### src/assert_macros.svh
// assertion macros of the operand fetch rtl
// no dependencies; define NO_ASSERTIONS to compile them out
`ifndef ASSERT_MACROS_SVH
`define ASSERT_MACROS_SVH

`ifndef NO_ASSERTIONS

`define ASSERT_CLK(label, clk, rst_n, prop) \
  label: assert property (@(posedge clk) disable iff (!rst_n) prop) \
    else $error("operand fetch assertion failed");

`define ASSERT_CLK_NR(label, clk, prop) \
  label: assert property (@(posedge clk) prop) \
    else $error("operand fetch reset assertion failed");

`else

`define ASSERT_CLK(label, clk, rst_n, prop)

`define ASSERT_CLK_NR(label, clk, prop)

`endif

`endif

### src/sm83of_pkg.sv
// types and constants of the sm83 operand fetch unit
// no dependencies
package sm83of_pkg;

  localparam logic [15:0] HighPage = 16'hFF00;

  typedef enum logic {
    FUNC_START = 1'b0,
    FUNC_DATA  = 1'b1
  } func_e;

  typedef enum logic [4:0] {
    MODE_IMP    = 5'd0,
    MODE_R      = 5'd1,
    MODE_R_R    = 5'd2,
    MODE_R_D8   = 5'd3,
    MODE_R_D16  = 5'd4,
    MODE_D16    = 5'd5,
    MODE_MR_R   = 5'd6,
    MODE_R_MR   = 5'd7,
    MODE_R_HLI  = 5'd8,
    MODE_R_HLD  = 5'd9,
    MODE_HLI_R  = 5'd10,
    MODE_HLD_R  = 5'd11,
    MODE_R_A8   = 5'd12,
    MODE_A8_R   = 5'd13,
    MODE_HL_SPR = 5'd14,
    MODE_D8     = 5'd15,
    MODE_A16_R  = 5'd16,
    MODE_D16_R  = 5'd17,
    MODE_MR_D8  = 5'd18,
    MODE_MR     = 5'd19,
    MODE_R_A16  = 5'd20
  } mode_e;

  typedef enum logic [1:0] {
    KIND_REQUEST  = 2'd0,
    KIND_COMPLETE = 2'd1,
    KIND_ERROR    = 2'd2
  } kind_e;

  typedef enum logic [1:0] {
    HL_NONE = 2'd0,
    HL_INC  = 2'd1,
    HL_DEC  = 2'd2
  } hl_step_e;

  typedef struct packed {
    func_e       func;
    logic [4:0]  mode;
    logic [15:0] reg1_value;
    logic [15:0] reg2_value;
    logic        reg1_is_c;
    logic        reg2_is_c;
    logic [15:0] pc_value;
    logic [7:0]  bus_data;
  } in_item_t;

  typedef struct packed {
    kind_e       kind;
    logic [15:0] bus_addr;
    logic [15:0] operand_value;
    logic [15:0] dest_addr;
    logic        dest_in_memory;
    logic [15:0] pc_out;
    hl_step_e    hl_step;
  } result_t;

endpackage

### src/sm83of_ifs.sv
// valid/ready channel interfaces of the sm83 operand fetch unit
// no dependencies
interface sm83of_in_if;
  logic        valid;
  logic        ready;
  logic        func;
  logic [4:0]  mode;
  logic [15:0] reg1_value;
  logic [15:0] reg2_value;
  logic        reg1_is_c;
  logic        reg2_is_c;
  logic [15:0] pc_value;
  logic [7:0]  bus_data;

  modport source (
    output valid, func, mode, reg1_value, reg2_value, reg1_is_c, reg2_is_c,
    output pc_value, bus_data,
    input  ready
  );
  modport sink (
    input  valid, func, mode, reg1_value, reg2_value, reg1_is_c, reg2_is_c,
    input  pc_value, bus_data,
    output ready
  );
endinterface

interface sm83of_out_if;
  logic        valid;
  logic        ready;
  logic [1:0]  kind;
  logic [15:0] bus_addr;
  logic [15:0] operand_value;
  logic [15:0] dest_addr;
  logic        dest_in_memory;
  logic [15:0] pc_out;
  logic [1:0]  hl_step;

  modport source (
    output valid, kind, bus_addr, operand_value, dest_addr, dest_in_memory,
    output pc_out, hl_step,
    input  ready
  );
  modport sink (
    input  valid, kind, bus_addr, operand_value, dest_addr, dest_in_memory,
    input  pc_out, hl_step,
    output ready
  );
endinterface

### src/sm83_operand_fetch_unit.sv
// sm83 operand fetch unit, top level
// depends on sm83of_pkg, sm83of_ifs, sm83of_in_stage, sm83of_step, assert_macros.svh
//
// in_i carries items: a start (func 0) with mode, register values, C flags
// and pc, or a bus byte (func 1) answering the last read request.
// out_o carries at most one result per item: a bus read request, a complete
// fetch with operand, destination, new pc and hl step, or an unknown mode error.
// bus bytes while nothing is pending, and bytes a mode does not expect, give
// no result. a start while a fetch is pending drops that fetch.
// each item passes an input register, the sequencer logic and a result
// register; one item per cycle sustained, as the input register moves on
// whenever the result register is empty or being emptied.
// reset empties both registers and returns the sequencer to idle; the first
// item may be taken in the cycle after reset is released.
// when the receiver stalls the result holds; one further item waits in the
// input register, then in_i.ready drops until the result is taken.
`include "assert_macros.svh"

module sm83_operand_fetch_unit import sm83of_pkg::*; (
  input  logic          clk_i,
  input  logic          rst_ni,
  sm83of_in_if.sink     in_i,
  sm83of_out_if.source  out_o
);

  logic     s1_valid;
  in_item_t s1_item;
  logic     s1_adv;
  logic     has_result;
  result_t  result;
  logic     out_valid_q, out_valid_d;
  result_t  out_q;

  assign s1_adv = s1_valid && (!out_valid_q || out_o.ready);

  sm83of_in_stage u_in_stage (
    .clk_i     (clk_i),
    .rst_ni    (rst_ni),
    .in_i      (in_i),
    .advance_i (s1_adv),
    .valid_o   (s1_valid),
    .item_o    (s1_item)
  );

  sm83of_step u_step (
    .clk_i        (clk_i),
    .rst_ni       (rst_ni),
    .fire_i       (s1_adv),
    .item_i       (s1_item),
    .has_result_o (has_result),
    .result_o     (result)
  );

  always_comb begin
    out_valid_d = out_valid_q;
    if (s1_adv) begin
      out_valid_d = has_result;
    end else if (out_o.ready) begin
      out_valid_d = 1'b0;
    end
  end

  always_ff @(posedge clk_i or negedge rst_ni) begin
    if (!rst_ni) begin
      out_valid_q <= 1'b0;
    end else begin
      out_valid_q <= out_valid_d;
    end
  end

  always_ff @(posedge clk_i) begin
    if (s1_adv && has_result) begin
      out_q <= result;
    end
  end

  assign out_o.valid          = out_valid_q;
  assign out_o.kind           = out_q.kind;
  assign out_o.bus_addr       = out_q.bus_addr;
  assign out_o.operand_value  = out_q.operand_value;
  assign out_o.dest_addr      = out_q.dest_addr;
  assign out_o.dest_in_memory = out_q.dest_in_memory;
  assign out_o.pc_out         = out_q.pc_out;
  assign out_o.hl_step        = out_q.hl_step;

  `ASSERT_CLK(a_stalled_item_kept, clk_i, rst_ni, s1_valid && !s1_adv |=> s1_valid)
  `ASSERT_CLK(a_request_clean, clk_i, rst_ni,
              out_o.valid && out_o.kind == KIND_REQUEST |->
              out_o.pc_out == 16'h0000 && out_o.dest_in_memory == 1'b0)
  `ASSERT_CLK(a_dest_zero_off_memory, clk_i, rst_ni,
              out_o.valid && !out_o.dest_in_memory |-> out_o.dest_addr == 16'h0000)
  `ASSERT_CLK_NR(a_reset_empty, clk_i, !rst_ni |-> !out_o.valid)

endmodule

### src/sm83of_in_stage.sv
// input register of the sm83 operand fetch unit
// depends on sm83of_pkg and sm83of_in_if
module sm83of_in_stage import sm83of_pkg::*; (
  input  logic           clk_i,
  input  logic           rst_ni,
  sm83of_in_if.sink      in_i,
  input  logic           advance_i,
  output logic           valid_o,
  output in_item_t       item_o
);

  logic     valid_q, valid_d;
  in_item_t item_q;
  logic     take;

  assign in_i.ready = !valid_q || advance_i;
  assign take       = in_i.valid && in_i.ready;

  always_comb begin
    valid_d = valid_q;
    if (take) begin
      valid_d = 1'b1;
    end else if (advance_i) begin
      valid_d = 1'b0;
    end
  end

  always_ff @(posedge clk_i or negedge rst_ni) begin
    if (!rst_ni) begin
      valid_q <= 1'b0;
    end else begin
      valid_q <= valid_d;
    end
  end

  always_ff @(posedge clk_i) begin
    if (take) begin
      item_q.func       <= func_e'(in_i.func);
      item_q.mode       <= in_i.mode;
      item_q.reg1_value <= in_i.reg1_value;
      item_q.reg2_value <= in_i.reg2_value;
      item_q.reg1_is_c  <= in_i.reg1_is_c;
      item_q.reg2_is_c  <= in_i.reg2_is_c;
      item_q.pc_value   <= in_i.pc_value;
      item_q.bus_data   <= in_i.bus_data;
    end
  end

  assign valid_o = valid_q;
  assign item_o  = item_q;

endmodule

### src/sm83of_step.sv
// fetch sequencer: holds the pending instruction state and forms at most one result per item
// depends on sm83of_pkg
module sm83of_step import sm83of_pkg::*; (
  input  logic     clk_i,
  input  logic     rst_ni,
  input  logic     fire_i,
  input  in_item_t item_i,
  output logic     has_result_o,
  output result_t  result_o
);

  typedef enum logic [1:0] {
    PH_IDLE  = 2'd0,
    PH_BYTE1 = 2'd1,
    PH_BYTE2 = 2'd2,
    PH_BYTE3 = 2'd3
  } phase_e;

  phase_e      phase_q, phase_d;
  mode_e       mode_q, mode_d;
  logic [7:0]  low_q, low_d;
  logic [15:0] pc_q, pc_d;
  logic [15:0] reg1_q, reg1_d;
  logic [15:0] reg2_q, reg2_d;
  logic [15:0] pc1, pc2, word;
  logic [7:0]  d;

  function automatic result_t mk_req(logic [15:0] addr);
    result_t r;
    r          = '0;
    r.kind     = KIND_REQUEST;
    r.bus_addr = addr;
    return r;
  endfunction

  function automatic result_t mk_done(logic [15:0] val, logic [15:0] dest, logic mem,
                                      logic [15:0] pc, hl_step_e step);
    result_t r;
    r                = '0;
    r.kind           = KIND_COMPLETE;
    r.operand_value  = val;
    r.dest_addr      = mem ? dest : 16'h0000;
    r.dest_in_memory = mem;
    r.pc_out         = pc;
    r.hl_step        = step;
    return r;
  endfunction

  assign d    = item_i.bus_data;
  assign pc1  = pc_q + 16'd1;
  assign pc2  = pc_q + 16'd2;
  assign word = {d, low_q};

  always_comb begin
    phase_d      = phase_q;
    mode_d       = mode_q;
    low_d        = low_q;
    pc_d         = pc_q;
    reg1_d       = reg1_q;
    reg2_d       = reg2_q;
    has_result_o = 1'b0;
    result_o     = '0;
    if (fire_i) begin
      if (item_i.func == FUNC_START) begin
        mode_d       = mode_e'(item_i.mode);
        reg1_d       = item_i.reg1_value;
        reg2_d       = item_i.reg2_value;
        pc_d         = item_i.pc_value;
        has_result_o = 1'b1;
        phase_d      = PH_IDLE;
        unique case (mode_e'(item_i.mode))
          MODE_IMP: result_o = mk_done(16'h0000, 16'h0000, 1'b0, item_i.pc_value, HL_NONE);
          MODE_R:   result_o = mk_done(item_i.reg1_value, 16'h0000, 1'b0, item_i.pc_value,
                                       HL_NONE);
          MODE_R_R: result_o = mk_done(item_i.reg2_value, 16'h0000, 1'b0, item_i.pc_value,
                                       HL_NONE);
          MODE_R_D8, MODE_R_D16, MODE_D16, MODE_R_A8, MODE_A8_R, MODE_HL_SPR, MODE_D8,
          MODE_A16_R, MODE_D16_R, MODE_MR_D8, MODE_R_A16: begin
            result_o = mk_req(item_i.pc_value);
            phase_d  = PH_BYTE1;
          end
          MODE_MR_R: result_o = mk_done(item_i.reg2_value,
                                        item_i.reg1_value | (item_i.reg1_is_c ? HighPage
                                                                              : 16'h0000),
                                        1'b1, item_i.pc_value, HL_NONE);
          MODE_R_MR: begin
            result_o = mk_req(item_i.reg2_value | (item_i.reg2_is_c ? HighPage : 16'h0000));
            phase_d  = PH_BYTE1;
          end
          MODE_R_HLI, MODE_R_HLD: begin
            result_o = mk_req(item_i.reg2_value);
            phase_d  = PH_BYTE1;
          end
          MODE_HLI_R: result_o = mk_done(item_i.reg2_value, item_i.reg1_value, 1'b1,
                                         item_i.pc_value, HL_INC);
          MODE_HLD_R: result_o = mk_done(item_i.reg2_value, item_i.reg1_value, 1'b1,
                                         item_i.pc_value, HL_DEC);
          MODE_MR: begin
            result_o = mk_req(item_i.reg1_value);
            phase_d  = PH_BYTE1;
          end
          default: begin
            result_o        = '0;
            result_o.kind   = KIND_ERROR;
            result_o.pc_out = item_i.pc_value;
          end
        endcase
      end else if (phase_q != PH_IDLE) begin
        phase_d      = PH_IDLE;
        has_result_o = 1'b1;
        unique case (phase_q)
          PH_BYTE1: begin
            unique case (mode_q)
              MODE_R_D8, MODE_R_A8, MODE_HL_SPR, MODE_D8:
                result_o = mk_done({8'h00, d}, 16'h0000, 1'b0, pc1, HL_NONE);
              MODE_R_D16, MODE_D16, MODE_A16_R, MODE_D16_R, MODE_R_A16: begin
                low_d    = d;
                result_o = mk_req(pc1);
                phase_d  = PH_BYTE2;
              end
              MODE_R_MR:  result_o = mk_done({8'h00, d}, 16'h0000, 1'b0, pc_q, HL_NONE);
              MODE_R_HLI: result_o = mk_done({8'h00, d}, 16'h0000, 1'b0, pc_q, HL_INC);
              MODE_R_HLD: result_o = mk_done({8'h00, d}, 16'h0000, 1'b0, pc_q, HL_DEC);
              MODE_A8_R:  result_o = mk_done(16'h0000, {8'h00, d} | HighPage, 1'b1, pc1,
                                             HL_NONE);
              MODE_MR_D8: result_o = mk_done({8'h00, d}, reg1_q, 1'b1, pc1, HL_NONE);
              MODE_MR:    result_o = mk_done({8'h00, d}, reg1_q, 1'b1, pc_q, HL_NONE);
              default:    has_result_o = 1'b0;
            endcase
          end
          PH_BYTE2: begin
            unique case (mode_q)
              MODE_R_D16, MODE_D16:
                result_o = mk_done(word, 16'h0000, 1'b0, pc2, HL_NONE);
              MODE_A16_R, MODE_D16_R:
                result_o = mk_done(reg2_q, word, 1'b1, pc2, HL_NONE);
              MODE_R_A16: begin
                result_o = mk_req(word);
                phase_d  = PH_BYTE3;
              end
              default: has_result_o = 1'b0;
            endcase
          end
          PH_BYTE3: begin
            if (mode_q == MODE_R_A16) begin
              result_o = mk_done({8'h00, d}, 16'h0000, 1'b0, pc2, HL_NONE);
            end else begin
              has_result_o = 1'b0;
            end
          end
          default: has_result_o = 1'b0;
        endcase
      end
    end
  end

  always_ff @(posedge clk_i or negedge rst_ni) begin
    if (!rst_ni) begin
      phase_q <= PH_IDLE;
      mode_q  <= MODE_IMP;
      low_q   <= 8'h00;
      pc_q    <= 16'h0000;
      reg1_q  <= 16'h0000;
      reg2_q  <= 16'h0000;
    end else begin
      phase_q <= phase_d;
      mode_q  <= mode_d;
      low_q   <= low_d;
      pc_q    <= pc_d;
      reg1_q  <= reg1_d;
      reg2_q  <= reg2_d;
    end
  end

endmodule
### src/flat_wrapper.sv
// flat-port wrapper written by rule: the top's interface ports become plain ports
module sm83_operand_fetch_unit_flat import sm83of_pkg::*;
  (clk_i, rst_ni, in_i_valid, in_i_func, in_i_mode, in_i_reg1_value, in_i_reg2_value, in_i_reg1_is_c, in_i_reg2_is_c, in_i_pc_value, in_i_bus_data, in_i_ready, out_o_valid, out_o_kind, out_o_bus_addr, out_o_operand_value, out_o_dest_addr, out_o_dest_in_memory, out_o_pc_out, out_o_hl_step, out_o_ready);
  sm83of_in_if in_i_i ();
  sm83of_out_if out_o_i ();
  input  logic clk_i;
  input  logic rst_ni;
  input wire logic [$bits(in_i_i.valid)-1:0] in_i_valid;
  input wire logic [$bits(in_i_i.func)-1:0] in_i_func;
  input wire logic [$bits(in_i_i.mode)-1:0] in_i_mode;
  input wire logic [$bits(in_i_i.reg1_value)-1:0] in_i_reg1_value;
  input wire logic [$bits(in_i_i.reg2_value)-1:0] in_i_reg2_value;
  input wire logic [$bits(in_i_i.reg1_is_c)-1:0] in_i_reg1_is_c;
  input wire logic [$bits(in_i_i.reg2_is_c)-1:0] in_i_reg2_is_c;
  input wire logic [$bits(in_i_i.pc_value)-1:0] in_i_pc_value;
  input wire logic [$bits(in_i_i.bus_data)-1:0] in_i_bus_data;
  output wire logic [$bits(in_i_i.ready)-1:0] in_i_ready;
  output wire logic [$bits(out_o_i.valid)-1:0] out_o_valid;
  output wire logic [$bits(out_o_i.kind)-1:0] out_o_kind;
  output wire logic [$bits(out_o_i.bus_addr)-1:0] out_o_bus_addr;
  output wire logic [$bits(out_o_i.operand_value)-1:0] out_o_operand_value;
  output wire logic [$bits(out_o_i.dest_addr)-1:0] out_o_dest_addr;
  output wire logic [$bits(out_o_i.dest_in_memory)-1:0] out_o_dest_in_memory;
  output wire logic [$bits(out_o_i.pc_out)-1:0] out_o_pc_out;
  output wire logic [$bits(out_o_i.hl_step)-1:0] out_o_hl_step;
  input wire logic [$bits(out_o_i.ready)-1:0] out_o_ready;
  assign in_i_i.valid = in_i_valid;
  assign in_i_i.func = in_i_func;
  assign in_i_i.mode = in_i_mode;
  assign in_i_i.reg1_value = in_i_reg1_value;
  assign in_i_i.reg2_value = in_i_reg2_value;
  assign in_i_i.reg1_is_c = in_i_reg1_is_c;
  assign in_i_i.reg2_is_c = in_i_reg2_is_c;
  assign in_i_i.pc_value = in_i_pc_value;
  assign in_i_i.bus_data = in_i_bus_data;
  assign in_i_ready = in_i_i.ready;
  assign out_o_valid = out_o_i.valid;
  assign out_o_kind = out_o_i.kind;
  assign out_o_bus_addr = out_o_i.bus_addr;
  assign out_o_operand_value = out_o_i.operand_value;
  assign out_o_dest_addr = out_o_i.dest_addr;
  assign out_o_dest_in_memory = out_o_i.dest_in_memory;
  assign out_o_pc_out = out_o_i.pc_out;
  assign out_o_hl_step = out_o_i.hl_step;
  assign out_o_i.ready = out_o_ready;
  sm83_operand_fetch_unit u_core (.clk_i(clk_i), .rst_ni(rst_ni), .in_i(in_i_i), .out_o(out_o_i));
endmodule
### config.mk
export PLATFORM = sky130hd
export DESIGN_NAME = sm83_operand_fetch_unit_flat
export DESIGN_NICKNAME = d
export VERILOG_FILES = /design/src/sm83of_pkg.sv /design/src/sm83of_ifs.sv /design/src/sm83_operand_fetch_unit.sv /design/src/sm83of_in_stage.sv /design/src/sm83of_step.sv /design/src/flat_wrapper.sv
export VERILOG_INCLUDE_DIRS = /design/src /design/src/src
export SDC_FILE = /design/constraint.sdc
export NUM_CORES = 1
export LEC_CHECK = 0
export BUFFER_PORTS_ARGS = -buffer_cell sky130_fd_sc_hd__buf_2
export CAP_MARGIN = 20
export CORE_MARGIN = 2
export CORE_UTILIZATION = 45
export CTS_CLUSTER_SIZE = 16
export DETAILED_ROUTE_END_ITERATION = 7
export PLACE_DENSITY = 0.67
export REMOVE_ABC_BUFFERS = 1
export SLEW_MARGIN = 20
export SYNTH_ARGS = -nofsm -noshare
export SYNTH_HDL_FRONTEND = slang
export SYNTH_SLANG_ARGS = --single-unit
### constraint.sdc
create_clock -name clk_i -period 6.1 [get_ports clk_i]
set_input_delay 0.305 -clock clk_i [delete_from_list [all_inputs] [get_ports clk_i]]
set_output_delay 0.305 -clock clk_i [all_outputs]
set_load 0.01 [all_outputs]
Word-level counts from Yosys, hierarchy flattened
Index checks and enable logic that the tools add are counted.
{"block": "totals", "ff_bits": 198, "latchBits": 0, "mem_bits_rw": 0, "mem_bits_ro": 0, "mem_count": 0}
{"block": "classes", "n_addsub": 2, "mul": 0, "n_div": 0, "n_lt_le_gt_ge": 0, "n_eq_ne": 39, "shifts": 0, "n_mux": 26, "n_bitwise": 3, "n_reduce_logical": 22}
{"operator": "69-bit case mux with 10 select lines", "n": 1}
{"operator": "68-bit case mux with 8 select lines", "n": 1}
{"operator": "68-bit case mux with 3 select lines", "n": 2}
{"operator": "68-bit two-way mux", "n": 2}
{"operator": "5-bit by 4-bit == test with 1-bit output (second input constant)", "n": 14}
{"operator": "69-bit two-way mux", "n": 1}
{"operator": "5-bit == test (second input constant)", "n": 10}
{"operator": "5-bit by 3-bit == test with 1-bit output (second input constant)", "n": 7}
{"operator": "16-bit two-way mux", "n": 2}
{"operator": "16-bit OR", "n": 2}
{"operator": "15-bit OR reduction", "n": 2}
{"operator": "16-bit by 1-bit adder with 16-bit output (second input constant)", "n": 1}
{"operator": "16-bit by 2-bit adder with 16-bit output (second input constant)", "n": 1}
{"operator": "5-bit by 2-bit == test with 1-bit output (second input constant)", "n": 3}
{"operator": "1-bit two-way mux", "n": 11}
{"operator": "11-bit OR reduction", "n": 1}
{"operator": "2-bit two-way mux", "n": 4}
{"operator": "2-bit nonzero test", "n": 3}
{"operator": "2-bit OR reduction", "n": 3}
{"operator": "5-bit by 1-bit == test with 1-bit output (second input constant)", "n": 1}
{"operator": "5-bit zero test", "n": 1}
{"operator": "5-bit AND reduction", "n": 1}
{"operator": "5-bit OR reduction", "n": 1}
{"operator": "2-bit == test (second input constant)", "n": 2}
{"operator": "other kinds (10)", "n": 15}

Logic depth before layout (Yosys ltp)
{"block": "depth", "ltp_word": 8, "mapped_depth": 9, "depth_no_buf": 7}

By module
Synthesis repeated with hierarchy kept, for this count alone.
{"block": "unflattened", "cells_unflattened": 906, "area_unflattened_um2": 9959.6}
{"mod": "sm83of_step", "n_inst": 1, "cells_each": 763, "area_per_inst_um2": 5843.1, "seq_area_each_um2": 1576.5}
{"mod": "sm83_operand_fetch_unit", "n_inst": 1, "cells_each": 75, "area_per_inst_um2": 2140.8, "seq_area_each_um2": 2097.0}
{"mod": "sm83of_in_stage", "n_inst": 1, "cells_each": 68, "area_per_inst_um2": 1975.6, "seq_area_each_um2": 1946.9}

Least setup slack after synthesis
Ideal clock, no wire load.
{"block": "synth_timing", "path_kind": "flip-flop to flip-flop", "start": "register u_core.u_step.mode_q[4]", "end": "register u_core.out_q, in the netlist u_core.out_o.bus_addr[0], enable pin", "setup_time_ps": 539, "arrival_ps": 4790, "path_slack_ps": 770, "stages_incl_launch_ff": 6, "synth_period_minus_slack_ps": 5330, "path_cell_list": "dfrtp_1 -> buf_2 -> mux2_2 -> a222oi_1 -> nand2_1 -> a31oi_1"}
{"block": "synth_via", "elab_chain_len": 8, "word_cells_on_any_way": 25}
{"item": "start, declared", "line_no": "sm83of_step.sv:20", "text": "mode_e mode_q, mode_d;"}
{"item": "start signal, assigned", "line_no": "sm83of_step.sv:167", "text": "mode_q <= mode_d;"}
{"item": "5-bit == test (tied with other cells)", "line_no": "sm83of_step.sv:113, sm83of_step.sv:132, sm83of_step.sv:145"}
{"item": "15-bit OR reduction (no line) / 5-bit OR reduction (equally long branches)"}
{"item": "1-bit two-way mux, on equally long branches", "line_no": "sm83of_step.sv:113, sm83of_step.sv:132"}
{"item": "1-bit case mux with 3 select lines *", "line_no": "sm83of_step.sv:111", "text": "unique case (phase_q)"}
{"item": "1-bit two-way mux *", "line_no": "sm83of_step.sv:108", "text": "end else if (phase_q != PH_IDLE) begin"}
{"item": "1-bit two-way mux *", "line_no": "sm83of_step.sv:64", "text": "if (item_i.func == FUNC_START) begin"}
{"item": "1-bit two-way mux *", "line_no": "sm83of_step.sv:63", "text": "if (fire_i) begin"}
{"item": "1-bit logical AND *", "line_no": "sm83_operand_fetch_unit.sv:72", "text": "if (s1_adv && has_result) begin"}
{"item": "end signal, assigned", "line_no": "sm83_operand_fetch_unit.sv:73", "text": "out_q <= result;"}
{"item": "end, declared", "line_no": "sm83_operand_fetch_unit.sv:32", "text": "result_t out_q;"}
Every way passes the cells marked *; elsewhere a longest branch is shown, timed or not.
A chain may end at the register's enable or synchronous reset.

Worst setup path after layout
{"block": "layout_timing", "start": "register u_core.u_step.mode_q[2]", "end": "register u_core.out_q, in the netlist u_core.out_o.pc_out[13], enable pin"}
Same word-level chain as after synthesis.

==> results by group <==
Run status
  – Status: completed

Placed design
  – I/O Buffers: 138
  – DP Wirelength: between 15 and 20 mm
  – GPL Wtd Cong: between 0.8 and 0.9

CTS
  – CTS tree: done
  – Max Root-Sink Buffers: 2
  – Inserted Clock Buffers: 17
  – Clock Latency Late Sink: roughly 0.44 ns
  – CTS Hold Buffers Added: 0
  – Clock slew at reported path FFs: approximately 0.080 ns
  – PostCTS Resize Cnt: 0
  – Root buffer cell: clkbuf_16
  – Number of H-tree levels: 4
  – Post-CTS Setup Inserts: 0
  – # clock sinks: 198

Setup path
  – Setup CP Type: register to register
  – Nature of the critical path startpoint: register
  – Reg2Reg Setup Slack: 2.77 ns
  – Critical path endpoint category: register
  – Worst Reg-to-Reg Cells: 5
  – Critical Path RT: roughly 6 ns
  – Crit Path Max Fanout: 55
  – CP arrival: roughly 3.4 ns

Die
  – Die area: between 20,000 and 25,000 um2
  – Io pins: around 140
  – Die H: approximately 150 um
  – Die width: around 150 um
  – Initial core utilization: 46.1%
  – Placeable Area: 21,200 um2
  – Standard-cell row count: 53

Drt
  – Final WL: 26.8 mm
  – Routed vias/inst: 6.10
  – First DRT Iteration DRCs: 919
  – Routed len/inst: 22.1 um
  – Detailed-route via count: around 7,400
  – Detail Route Antenna Nets: 0
  – DRT Pass-1 Iters: 6
  – DRC Markers: 0

Power and ir drop
  – Sw frac: between 30% and 40%
  – Logic gate share of total power: ~23%
  – Final Power: just over 4 mW
  – Sequential share of power: between 40 and 50%
  – PwrDens: 367 nW/um2
  – Max VDD drop: about 0.21 mV
  – Clk pwr share: around 28%
  – Int Pwr: 2.76 mW
  – Switching pwr: 1.35 mW
  – Lkg Pwr: around 4.2 nW

Yosys
  – Syn Area/Cell: 11.9 um2
  – Seq/Total Area, Yosys: 57.7%
  – Post-synth EDFFs: about 130
  – Mapped cell area: 9740 um2
  – Prevailing post-synth register cell: edfxtp_1
  – Yosys top cell by area: edfxtp_1
  – Synth Warn #: 0
  – Async S/R FF share, synth: 32.8%
  – Synth top area share: about two fifths
  – Area contributors post-synth: edfxtp_1 (41%), dfrtp_1 (17%), mux2_2 (6.7%), a22oi_1 (5.5%), o22ai_1 (2.4%)
  – Count of state elements after synthesis: around 200
  – Netlist cell types: between 60 and 70
  – Cells after Synth: 818

Global route
  – Number of global-route vias before repair: ~7,200
  – Total track usage: 23.8%
  – First-pass GRT wire length: 40.6 mm
  – Overflow after GRT: 0
  – Largest net degree at the start of global routing: between 60 and 70
  – Antenna violations before repair: 0

Layout
  – Nets: ~1,000
  – Antenna diodes: 0
  – Commonest non-fill, non-tap cell in the layout: buf_2
  – Share of layout cells above drive strength 1: 27.1%
  – Final Core Density: a little over half
  – Fillers: 1,854
  – Synth-to-layout area growth: 14.9%
  – Most frequent cells in the layout: buf_2 (138), edfxtp_1 (133), a22oi_1 (72)

STA
  – RSZ-0062 raised after global routing: no
  – Worst Max-Slew Pin Slew: about 1.1 ns
  – Max-slew violations: 0
  – Rel. slew slack: 25.9%
  – Final Hold Viols: 0
  – Min Tclk post-route: ~3.3 ns
  – WHS: about 0.034 ns
  – Fmax: between 300 and 400 MHz
  – Layout Skew: around 0.011 ns
  – Fin crit share: between 50 and 60%
  – Final setup fails: 0
  – Setup TNS: 0 ns

Hold path
  – Worst Hold Depth: 1
  – Min-delay worst type: input port to register

Job
  – Max_cap viols: 0
-- worst paths after layout --
path / from / end
max: u_core.u_step.mode_q[2] / u_core.out_o.pc_out[13]
min: in_i_reg1_value[0] / u_core.u_in_stage.item_o[42]
max reg2reg: u_core.u_step.mode_q[2] / u_core.out_o.pc_out[13]
min reg2reg: u_core.u_step.reg1_q[10] / u_core.u_step.reg1_q[10]
max in group asynchronous: rst_ni / u_core.u_step.mode_q[3]
min in group asynchronous: rst_ni / u_core.u_step.reg2_q[11]
-- synthesized netlist by cell type, types with 3 or more instances --
| library cell | n |
|---|---|
| o211ai_1 | 4 |
| nand4_1 | 8 |
| nand3_1 | 16 |
| nor4_1 | 6 |
| nor3_1 | 13 |
| xnor2_1 | 13 |
| o22ai_1 | 37 |
| a32oi_1 | 3 |
| o21ai_0 | 30 |
| and2_1 | 4 |
| ha_1 | 6 |
| inv_1 | 18 |
| xor2_1 | 14 |
| mux2_2 | 58 |
| nor2_1 | 56 |
| a221o_1 | 8 |
| a222oi_1 | 6 |
| nand3_2 | 3 |
| o221ai_1 | 4 |
| buf_4 | 4 |
| a21o_1 | 13 |
| a31oi_1 | 5 |
| a21oi_1 | 14 |
| edfxtp_1 | 133 |
| nand2_1 | 51 |
| a22oi_1 | 72 |
| nand2b_1 | 9 |
| clkbuf_1 | 32 |
| nor2b_1 | 11 |
| buf_2 | 23 |
| a2bb2oi_1 | 9 |
| mux2i_1 | 4 |
| buf_1 | 3 |
| o22a_1 | 11 |
| and3_1 | 5 |
| a221oi_1 | 8 |
| nand3b_1 | 3 |
| dfrtp_1 | 65 |
-- metrics by stage --
step           setup WS (ns)  area (um2)  std cells
2_1_floorplan          0.626        9460        755
3_3_place_gp            2.83       10600       1180
3_5_place_dp            2.78       10600       1180
4_1_cts                 2.74       11200       1212
5_1_grt                 2.56       11200       1212
6_report                2.77       11200       1212
-- worst max-delay path: stages, from the launching register on --
cell and delay (ns):
dfrtp_1 0.61, mux2_2 0.39, a222oi_1 0.47, nand2_1 0.18, a31oi_4 0.57, buf_4 0.68
-- layout make-up --
cell class / count / area, um2 / share of cell area [%]
repair buffers: 150 / 781 / 6.97
clock buffers: 20 / 447 / 3.99
clock inverters: 12 / 141 / 1.26
well taps: 275 / 344 / 3.07
flip-flops and latches: 198 / 5620 / 50.2
multi-input cells: 539 / 3800 / 33.9
inverters: 18 / 67.6 / 0.603
-- layer usage --
layer	global-route usage, %	part of all wire [%]	vias up
met5	0	0	-
met4	9.11	2.8	0
met3	4.43	7.8	45
met2	37.1	47	390
met1	33.3	42	3593
li1	-	-	3369
-- registers in the layout, indices dropped and copies added, names as in the netlist, 8 cells and up --
register,count
u_core.out_o.pc_out,16
u_core.u_step.low_q,8
u_core.u_step.reg2_q,16
u_core.u_in_stage.item_o,64
u_core.u_step.pc_q,16
u_core.out_o.bus_addr,16
u_core.out_o.dest_addr,16
u_core.out_o.operand_value,16
u_core.u_step.reg1_q,16
-- logic make-up after synthesis --
| family | count (synthesis) | synth area share, % |
|---|---|---|
| DFF | 198 | 57.7 |
| AOI/OAI and AO/OA | 240 | 17.8 |
| and+or+nand+nor | 204 | 10.6 |
| buffers and inverters | 81 | 3.65 |
| xor gates and xnor gates | 27 | 2.43 |
| adders and majority gates | 6 | 0.770 |
| muxes | 62 | 7.11 |
-- power by group through the flow --
stage                     Clock (mW)  Combinational [mW]  Sequential (mW)
final                           1.14               0.949             2.02
after CTS                       1.15               0.949             2.01
after floorplan                    0               0.616             2.01
after global routing            1.20                1.03             2.06
after detailed placement           0               0.944             2.04
after global placement             0               0.923             2.03
No activity file was read; power rests on OpenSTA's default activity.
